**src/rtl/core/sbrh_pkg.sv**
```systemverilog
`timescale 1ns / 1ps
`default_nettype none
// ----------------------------------------------------------------------------
// sbrh_pkg: shared types and constants for the seed byte rotate and hash block
// Holds the transfer payload structs, the cell link struct and pipeline sizes.
// ----------------------------------------------------------------------------
package sbrh_pkg;

	localparam int BYTE_W      = 8;
	localparam int NUM_CELLS   = 8;
	localparam int SEED_W      = BYTE_W * NUM_CELLS;
	localparam int HASH_W      = 32;
	localparam int CELL_STAGES = 2;
	localparam int HASH_STAGES = 4;
	localparam int PIPE_LAT    = CELL_STAGES * NUM_CELLS + HASH_STAGES;

	typedef struct packed {
		logic [SEED_W-1:0] seed_value;
		logic [BYTE_W-1:0] level_depth;
		logic [BYTE_W-1:0] orient_code;
	} item_t;

	typedef struct packed {
		logic [SEED_W-1:0] rotated_seed;
		logic [HASH_W-1:0] seed_hash;
	} result_t;

	// Data handed from one cell to the next
	typedef struct packed {
		logic              valid;
		logic [SEED_W-1:0] word;
		logic [BYTE_W-1:0] step;
		logic [BYTE_W-1:0] orient;
	} link_t;

endpackage
`default_nettype wire

```
**src/rtl/core/sbrh_cell.sv**
```systemverilog
`timescale 1ns / 1ps
`default_nettype none
// ----------------------------------------------------------------------------
// sbrh_cell: one byte cell of the rotation chain
// Adds the step to the low byte, reduces orient modulo that byte over two
// stages, rotates the word one byte right with the new byte on top.
// ----------------------------------------------------------------------------
module sbrh_cell
	import sbrh_pkg::*;
(
	input  wire logic  clk,
	input  wire logic  arst_n,
	input  wire link_t lnk_in,
	output link_t      lnk_out
);

	localparam int HALF = BYTE_W / 2;

	// One restoring step; a zero divisor leaves the dividend bits untouched,
	// so orient mod zero comes out as orient itself.
	function automatic logic [BYTE_W-1:0] rem_step(
		input logic [BYTE_W-1:0] rem,
		input logic              din,
		input logic [BYTE_W-1:0] dvs
	);
		logic [BYTE_W:0] sh;
		sh = {rem, din};
		if (sh >= {1'b0, dvs}) begin
			sh = sh - {1'b0, dvs};
		end
		return sh[BYTE_W-1:0];
	endfunction

	logic [BYTE_W-1:0] sum_b;
	logic [BYTE_W-1:0] rem_a;
	logic [BYTE_W-1:0] rem_b;

	logic              vld_s1;
	logic [SEED_W-1:0] word_s1;
	logic [BYTE_W-1:0] step_s1;
	logic [BYTE_W-1:0] orient_s1;
	logic [BYTE_W-1:0] div_s1;
	logic [BYTE_W-1:0] rem_s1;

	logic              vld_s2;
	logic [SEED_W-1:0] word_s2;
	logic [BYTE_W-1:0] step_s2;
	logic [BYTE_W-1:0] orient_s2;

	always_comb begin
		sum_b = lnk_in.word[BYTE_W-1:0] + lnk_in.step;
		rem_a = '0;
		for (int i = BYTE_W - 1; i >= HALF; i--) begin
			rem_a = rem_step(rem_a, lnk_in.orient[i], sum_b);
		end
	end

	always_comb begin
		rem_b = rem_s1;
		for (int i = HALF - 1; i >= 0; i--) begin
			rem_b = rem_step(rem_b, orient_s1[i], div_s1);
		end
	end

	always_ff @(posedge clk or negedge arst_n) begin
		if (!arst_n) begin
			vld_s1 <= 1'b0;
			vld_s2 <= 1'b0;
		end else begin
			vld_s1 <= lnk_in.valid;
			vld_s2 <= vld_s1;
		end
	end

	always_ff @(posedge clk) begin
		word_s1   <= {sum_b, lnk_in.word[SEED_W-1:BYTE_W]};
		step_s1   <= lnk_in.step;
		orient_s1 <= lnk_in.orient;
		div_s1    <= sum_b;
		rem_s1    <= rem_a;
		word_s2   <= word_s1;
		step_s2   <= step_s1 + rem_b;
		orient_s2 <= orient_s1;
	end

	assign lnk_out = '{valid: vld_s2, word: word_s2, step: step_s2, orient: orient_s2};

endmodule
`default_nettype wire

```
**src/rtl/core/sbrh_hash.sv**
```systemverilog
`timescale 1ns / 1ps
`default_nettype none
// ----------------------------------------------------------------------------
// sbrh_hash: four-stage 64-to-32 bit integer hash
// Invert-and-shift, xor-shift, times 21 as shifted adds, xor-shift,
// add-shift, xor-shift; one wide add per stage.
// ----------------------------------------------------------------------------
module sbrh_hash
	import sbrh_pkg::*;
(
	input  wire logic              clk,
	input  wire logic              arst_n,
	input  wire logic              vld_in,
	input  wire logic [SEED_W-1:0] key,
	output logic                   vld_out,
	output result_t                res
);

	localparam int SH_A = 18;
	localparam int SH_B = 31;
	localparam int SH_C = 11;
	localparam int SH_D = 6;
	localparam int SH_E = 22;

	logic [SEED_W-1:0] x2;
	logic [SEED_W-1:0] t3;
	logic [SEED_W-1:0] t4;

	logic              vld_s1, vld_s2, vld_s3, vld_s4;
	logic [SEED_W-1:0] key_s1, key_s2, key_s3, key_s4;
	logic [SEED_W-1:0] t_s1;
	logic [SEED_W-1:0] x_s2;
	logic [SEED_W-1:0] m_s2;
	logic [SEED_W-1:0] t_s3;
	logic [SEED_W-1:0] t_s4;

	always_comb begin
		x2 = t_s1 ^ (t_s1 >> SH_B);
		t3 = m_s2 + (x_s2 << 4);
		t4 = t_s3 + (t_s3 << SH_D);
	end

	always_ff @(posedge clk or negedge arst_n) begin
		if (!arst_n) begin
			vld_s1 <= 1'b0;
			vld_s2 <= 1'b0;
			vld_s3 <= 1'b0;
			vld_s4 <= 1'b0;
		end else begin
			vld_s1 <= vld_in;
			vld_s2 <= vld_s1;
			vld_s3 <= vld_s2;
			vld_s4 <= vld_s3;
		end
	end

	always_ff @(posedge clk) begin
		key_s1 <= key;
		t_s1   <= (~key) + (key << SH_A);
		key_s2 <= key_s1;
		x_s2   <= x2;
		m_s2   <= x2 + (x2 << 2);
		key_s3 <= key_s2;
		t_s3   <= t3 ^ (t3 >> SH_C);
		key_s4 <= key_s3;
		t_s4   <= t4 ^ (t4 >> SH_E);
	end

	assign vld_out = vld_s4;
	assign res     = '{rotated_seed: key_s4, seed_hash: t_s4[HASH_W-1:0]};

endmodule
`default_nettype wire

```
**src/rtl/core/seed_byte_rotate_and_hash_top.sv**
```systemverilog
`timescale 1ns / 1ps
`default_nettype none
// ----------------------------------------------------------------------------
// seed_byte_rotate_and_hash_top: byte-wise seed rotation followed by a hash
// A chain of eight byte cells feeding a four-stage integer hash pipeline.
// ----------------------------------------------------------------------------
// Usage:
//   Command channel: drive item and raise start; a transfer happens at every
//   rising edge with start high and busy low. busy stays low, so a new seed
//   can be issued on every cycle.
//   Result channel: done pulses for one cycle with result (rotated seed and
//   32-bit hash). Results come back in issue order, one per command.
//   Path: a command passes through each byte cell in turn (add plus modulo
//   in two halves), then through the hash stages, whose last register
//   holds the result. Throughput: one seed per cycle, set by the fully
//   pipelined cell chain.
//   Each cell handles the low byte of its word and rotates the word one byte
//   right, so after eight cells the bytes are back in their original order.
//   The receiver cannot stall: a result is shown for exactly one cycle.
//   Reset (arst_n low) drops every item in flight; no done pulses follow
//   for commands issued before reset.
// ----------------------------------------------------------------------------
module seed_byte_rotate_and_hash_top
	import sbrh_pkg::*;
(
	input  wire logic  clk,
	input  wire logic  arst_n,
	input  wire logic  start,
	output logic       busy,
	input  wire item_t item,
	output logic       done,
	output result_t    result
);

	link_t lnk [0:NUM_CELLS];

	// Fully pipelined: never hold off a command
	assign busy = 1'b0;

	// Seed the chain with the starting step and orientation
	assign lnk[0] = '{valid:  start && !busy,
	                  word:   item.seed_value,
	                  step:   item.level_depth,
	                  orient: item.orient_code};

	// Advance one byte per cell
	for (genvar g = 0; g < NUM_CELLS; g++) begin : g_cell
		sbrh_cell u_cell (
			.clk    (clk),
			.arst_n (arst_n),
			.lnk_in (lnk[g]),
			.lnk_out(lnk[g+1])
		);
	end

	// Hash the rotated word; its last stage is the result register
	sbrh_hash u_hash (
		.clk    (clk),
		.arst_n (arst_n),
		.vld_in (lnk[NUM_CELLS].valid),
		.key    (lnk[NUM_CELLS].word),
		.vld_out(done),
		.res    (result)
	);

endmodule
`default_nettype wire

```
**config.mk**
```make
export PLATFORM = sky130hd
export DESIGN_NAME = seed_byte_rotate_and_hash_top
export DESIGN_NICKNAME = d
export VERILOG_FILES = /design/src/rtl/core/sbrh_pkg.sv /design/src/rtl/core/sbrh_cell.sv /design/src/rtl/core/sbrh_hash.sv /design/src/rtl/core/seed_byte_rotate_and_hash_top.sv
export SDC_FILE = /design/constraint.sdc
export NUM_CORES = 2
export LEC_CHECK = 0
export BUFFER_PORTS_ARGS = -buffer_cell sky130_fd_sc_hd__buf_4
export CORE_MARGIN = 5
export CORE_UTILIZATION = 55
export DETAILED_ROUTE_END_ITERATION = 8
export GPL_ROUTABILITY_DRIVEN = 0
export PLACE_DENSITY = 0.7
export SLEW_MARGIN = 30
export SYNTH_ARGS = -nofsm -noshare
export SYNTH_HDL_FRONTEND = slang
export SYNTH_SLANG_ARGS = --single-unit
```
**constraint.sdc**
```tcl
create_clock -name clk -period 16.2 [get_ports clk]
set_input_delay 1.62 -clock clk [delete_from_list [all_inputs] [get_ports clk]]
set_output_delay 1.62 -clock clk [all_outputs]
set_load 0.1 [all_outputs]
```
**Yosys cells after proc, flatten, opt, wreduce, memory -nomap -nowiden**

Index checks and enable logic that the tools add are counted.

- Input port bits: 83
- Logic and storage cells: 277
- Bits in registers: 1898
- Output and inout bits: 98

- Order comparisons: 56
- Add/sub/neg operators: 75
- Multiplexer cells: 56
- Bitwise gates (word level): 4

Operator list:

| operator | number |
|---|---|
| 2-to-1 mux 8 bit | 56 |
| >= comparator 9 x 8 -> 1 bit | 49 |
| subtractor 8 bit | 49 |
| adder 64 bit | 3 |
| adder 8 bit | 15 |
| inverter 64 bit | 1 |
| bitwise XOR 64 x 33 -> 64 bit | 1 |
| >= comparator 1 x 8 -> 1 bit | 7 |
| subtractor 1 x 8 -> 8 bit | 7 |
| adder 54 bit | 1 |
| bitwise XOR 54 x 53 -> 54 bit | 1 |
| bitwise XOR 32 bit | 1 |

**Longest topological paths before layout**

- Depth after elaboration: 9
- Depth in mapped cells: 54
- Gate-level depth less buffers: 51

**Modules after synthesis**

A second synthesis with hierarchy kept.

- Cell total of the unflattened synthesis: 7750
- Area, all modules: 81070.3 um2

Modules (own cells, without submodules):

| module | cells each | area an instance (um2) | instances | sequential area each (um2) |
|---|---|---|---|---|
| sbrh_cell (g_cell[0].u_cell ...) | 673 | 7171.9 | 5 | 3413.3 |
| sbrh_hash | 2449 | 24214.5 | 1 | 10670.2 |
| sbrh_cell (g_cell[3].u_cell) | 657 | 7046.8 | 1 | 3413.3 |
| sbrh_cell (g_cell[7].u_cell) | 636 | 6990.5 | 1 | 3413.3 |
| sbrh_cell (g_cell[6].u_cell) | 641 | 6947.9 | 1 | 3413.3 |
| seed_byte_rotate_and_hash_top | 2 | 11.3 | 1 | 0.0 |

**Worst setup path before layout**

Ideal clock, no wire load.

- Path type: in2reg
- From: input item[8] (netlist bit)
- To: register g_cell[0].u_cell.rem_s1[2]
- Buffers on the path: 3
- Stages: 44
- Path slack: 5330 ps
- Data arrival time: 10748 ps
- Library setup time: 121 ps
- Data required time: 16079 ps
- Path through: ha_1 -> fa_1 -> a21o_1 -> a21oi_2 -> xnor2_1 -> or3_1 -> or3_1 -> buf_2 -> nor3_1 -> mux2_2 -> inv_1 -> ha_1 -> nor2b_1 -> o21a_1 -> o21a_1 -> o31a_1 -> o41ai_1 -> o41ai_2 -> [... 8 more ...] -> a21oi_1 -> o21ai_0 -> nor4bb_1 -> buf_6 -> mux2_2 -> inv_1 -> ha_1 -> nor2b_1 -> o21ai_0 -> a21boi_0 -> o21ai_0 -> nand2b_1 -> and3_1 -> o31ai_1 -> or3b_2 -> mux2_4 -> buf_6 -> mux2_4

- Word-level cells in the longest chain between the ends: 9
- Elaborated cells on any way between the ends: 13
- Classes of those cells: add/sub: 5; order compare: 4; mux: 4

RTL lines:

| element | RTL line | text |
|---|---|---|
| from (decl) | seed_byte_rotate_and_hash_top.sv:30 | `input wire item_t item,` |
| adder 8 bit (*) | sbrh_cell.sv:51 | `sum_b = lnk_in.word[BYTE_W-1:0] + lnk_in.step;` |
| net g_cell[0].u_cell.sum_b[4] | sbrh_cell.sv:34 | `logic [BYTE_W-1:0] sum_b;` |
| subtractor 1 x 8 -> 8 bit or >= comparator 1 x 8 -> 1 bit (tied branches) | sbrh_cell.sv:29, sbrh_cell.sv:28 |  |
| 2-to-1 mux 8 bit | sbrh_cell.sv:28 | `if (sh >= {1'b0, dvs}) begin` |
| subtractor 8 bit or >= comparator 9 x 8 -> 1 bit (tied branches) | sbrh_cell.sv:29, sbrh_cell.sv:28 |  |
| 2-to-1 mux 8 bit | sbrh_cell.sv:28 |  |
| >= comparator 9 x 8 -> 1 bit or subtractor 8 bit (tied branches) | sbrh_cell.sv:28, sbrh_cell.sv:29 |  |
| 2-to-1 mux 8 bit | sbrh_cell.sv:28 |  |
| subtractor 8 bit or >= comparator 9 x 8 -> 1 bit (tied branches) | sbrh_cell.sv:29, sbrh_cell.sv:28 |  |
| 2-to-1 mux 8 bit (*) | sbrh_cell.sv:28 |  |
| net g_cell[0].u_cell.rem_a[2] | sbrh_cell.sv:35 | `logic [BYTE_W-1:0] rem_a;` |
| to (signal assigned) | sbrh_cell.sv:80 | `rem_s1 <= rem_a;` |
| to (decl) | sbrh_cell.sv:43 | `logic [BYTE_W-1:0] rem_s1;` |

The timed path passes the listed nets; every way through them passes the cells marked *.

==> summary.md <==
| Metric | Value |
|---|---|
| Final Max Tran Viols | `0` |
| Status | `completed` |
| RR Startpoint | `g_cell[5].u_cell.word_s1[57]$_DFF_P_` |
| Max Buffers Root-to-Sink | `3` |
| Endpoints failing hold | `0` |
| Post-synth cell types | `92` |
| RSZ-0062 raised after global routing | `no` |
| Seq cells post-synth | `1,840` |
| Clock sinks | `1,840` |
| Hold_ws | `286 ps` |
| First-pass GRT wire length | `251,000 um` |
| Cells on worst reg2reg path | `49` |
| Final non-filler cell area | `0.0839 mm2` |
| Sequential fraction of the synthesis area | `0.496` |
| Most used cell, CP | `o21ai_0` |
| Post-synthesis cell count | `6,938` |
| Final period util | `0.740` |
| H-tree Lvls | `4` |
| Crit path depth | `49` |
| Worst setup margin | `4210 ps` |
| Initial DRC count | `3,233` |
| WP data required | `16,950 ps` |
| Crit path max-delay family | `compound AO/OA/AOI/OAI gates` |
| Hold-fix buffers, CTS | `0` |
| Pre-antenna DRT Iters | `5` |
| Setup Slack @ Placement | `4310 ps` |
| IO Pins | `181` |
| Area grow syn2layout | `12.7%` |
| Post-CTS Resized | `0` |
| DRC viols | `0` |
| Via-to-Cell Ratio | `5.42` |
| Synth top area cells | `dfxtp_1 (49%), ha_1 (12%), xnor2_1 (4.7%)` |
| Worst-Skew Late Latency | `810 ps` |
| HP Class | `reg2reg` |
| Pin count of the biggest net entering global routing | `21` |
| Post-synth top area cell | `dfxtp_1` |
| Routed wire length per instance | `17.1 um` |
| CP Capture Point | `g_cell[5].u_cell.step_s2[7]$_DFF_P_` |
| Final setup viols | `0` |
| Number of flops mapped to enable cells by yosys | `0` |
| Worst EP arrival | `12,740 ps` |
| Worst-path clk slew | `70 ps` |
| Core ar. | `0.135 mm2` |
| Die height | `378 um` |
| Cell Rows | `135` |
| Die area | `0.143 mm2` |
| Actual slew at the worst max-slew pin | `884 ps` |
| Initial antenna violation count | `4` |
| Gr usage total | `0.217` |
| Drt total wl | `157,000 um` |
| TritonCTS clock tree | `done` |
| TritonCTS Buffers | `174` |
| Share of cells above drive strength 1 | `0.0961` |
| Cell Area, Placed | `0.0778 mm2` |
| Post-CTS Setup Repair Bufs | `0` |
| Post-synth top area share | `0.489` |
| CP startpoint kind | `flop` |
| Slowest stage cell, crit path | `a311oi_2` |
| DP HPWL | `121,000 um` |
| CP Buf/Inv Count | `4` |
| Async SR Flop Fraction | `0.0109` |
| # Max-Cap Violations | `0` |
| Setup Skew | `47.7 ps` |
| Achievable frequency | `0.0834 GHz` |
| R2R setup slack | `4210 ps` |
| CTS Root Cell | `clkbuf_16` |
| Max-slew headroom | `0.406` |
| Post-route ant nets | `0` |
| Fin crit period | `11,990 ps` |
| Vias in the first global route | `48,400` |
| Max stage delay on crit path | `680 ps` |
| Remaining global-route overflow | `0` |
| CP Launch Point | `g_cell[5].u_cell.word_s1[57]$_DFF_P_` |
| Total number of vias | `49,600` |
| Worst Setup End Kind | `flop` |
| Post-layout nets | `8,110` |
| Prevailing post-synth register cell | `dfxtp_1` |
| Synthesized area per cell | `10.7 um2` |
| Synthesized net count | `7,813` |
| TNS Setup | `0 ps` |
| Mapped cell area | `0.0745 mm2` |
| # port buffers | `179` |
| Warnings, synthesis | `0` |
| Crit-path max FO | `12` |
| Die width | `378 um` |
| Initial Utilization | `0.552` |
| Worst reg2reg endpoint | `g_cell[5].u_cell.step_s2[7]$_DFF_P_` |
| Setup CP Type | `reg2reg` |
==> cells by family after synthesis <==
logic type / share of synthesized area
AOI/OAI and AO/OA: 0.137
xor gates and xnor gates: 0.0769
adders and majority gates: 0.140
buffers and inverters: 0.0283
DFF: 0.496
muxes: 0.0367
other: 0.0000504
and+or+nand+nor: 0.0852
==> layout make-up <==
type | count | area, um2
Inverter | 485 | 1820
Multi-Input combinational cell | 4544 | 35400
Clock inverter | 83 | 1120
Antenna cell | 4 | 10.0
Tap cell | 1781 | 2230
Fill cell | 10900 | 51100
Clock buffer | 234 | 4920
Timing Repair Buffer | 190 | 1420
Sequential cell | 1840 | 36900
==> flip-flops by register name (all words and copies together) (netlist names), 54 cells and up <==
name,cells
g_cell.u_cell.rem_s1,56
g_cell.u_cell.step_s1,56
g_cell.u_cell.word_s2,512
u_hash.key_s3,64
u_hash.x_s2,58
u_hash.t_s3,54
u_hash.t_s1,64
g_cell.u_cell.word_s1,505
u_hash.m_s2,64
u_hash.key_s4,64
u_hash.key_s2,64
g_cell.u_cell.step_s2,56
u_hash.key_s1,64
==> Yosys cell counts (9+ instances only) <==
library cell	count
fa_1	68
a211o_1	13
nand2_1	226
a2111oi_0	15
xnor2_1	400
a221oi_1	17
nand3_1	80
nand2b_1	86
dfxtp_1	1820
a21oi_1	488
o21bai_1	86
a31o_2	10
nor2b_1	124
a31oi_1	33
a211oi_1	39
a21o_1	198
or2_2	21
or3_1	38
a21boi_0	28
and3_1	30
o211ai_1	34
o221ai_1	10
mux2_2	162
and4_1	19
o31ai_1	38
mux2i_1	80
o22ai_1	11
a41oi_1	20
nand3b_1	15
dfrtp_1	20
o21a_1	85
nor3_1	98
nor2_1	370
and2_1	29
inv_1	485
clkbuf_1	61
o31a_1	22
nand4_1	86
xor2_1	251
o2111ai_1	11
ha_1	724
o21ai_0	334
nor4_1	13
a311oi_1	9
nor3b_1	10
==> routing by layer <==
layer | global-route usage | vias up | share of wire
met2 | 0.360 | 1347 | 0.46
met3 | 0.0327 | 366 | 0.049
met1 | 0.286 | 23000 | 0.45
met4 | 0.0836 | 0 | 0.038
li1 | - | 24900 | -
met5 | 0 | - | 0
==> layout by cell type (no fill, tap or decap), drive strengths merged, types with 38 or more instances in the layout <==
cell type,netlist,final
buf,8,189
or3,38,38
a21o,198,198
o21a,85,85
nand2b,86,86
mux2,169,169
mux2i,80,80
o31ai,39,39
clkinv,0,44
xor2,251,251
nor3,98,98
clkbuf,61,235
ha,724,724
a21oi,489,489
o21bai,87,87
nor2b,124,124
nand3,80,80
xnor2,400,400
inv,485,502
nand2,226,226
dfxtp,1820,1820
nor2,371,371
nand4,86,86
o21ai,338,338
fa,68,68
a211oi,42,42
==> worst min-delay path by stage <==
stage | from | end | slack (ps) | cells past startpoint
floorplan | g_cell[0].u_cell.orient_s1[4]$_DFF_P_ | g_cell[0].u_cell.orient_s2[4]$_DFF_P_ | 310 | 0
global placement | g_cell[1].u_cell.word_s2[32]$_DFF_P_ | g_cell[2].u_cell.word_s1[24]$_DFF_P_ | 310 | 0
detailed placement | g_cell[1].u_cell.word_s1[43]$_DFF_P_ | g_cell[1].u_cell.word_s2[43]$_DFF_P_ | 310 | 0
CTS | g_cell[3].u_cell.word_s2[27]$_DFF_P_ | g_cell[4].u_cell.word_s1[19]$_DFF_P_ | 290 | 0
global route | g_cell[3].u_cell.word_s2[27]$_DFF_P_ | g_cell[4].u_cell.word_s1[19]$_DFF_P_ | 300 | 0
finish | g_cell[3].u_cell.word_s2[27]$_DFF_P_ | g_cell[4].u_cell.word_s1[19]$_DFF_P_ | 290 | 0
==> through the flow <==
| step | std cells | utilization |
|---|---|---|
| floorplan | 6938 | - |
| global placement | 8838 | 0.577 |
| detailed placement | 8838 | 0.577 |
| CTS | 9155 | 0.621 |
| global route | 9157 | 0.622 |
| finish | 9161 | 0.622 |
Power is left out: the tool's default activity adds up to more than one toggle a clock period on the data nets, which glitch-free logic cannot reach.
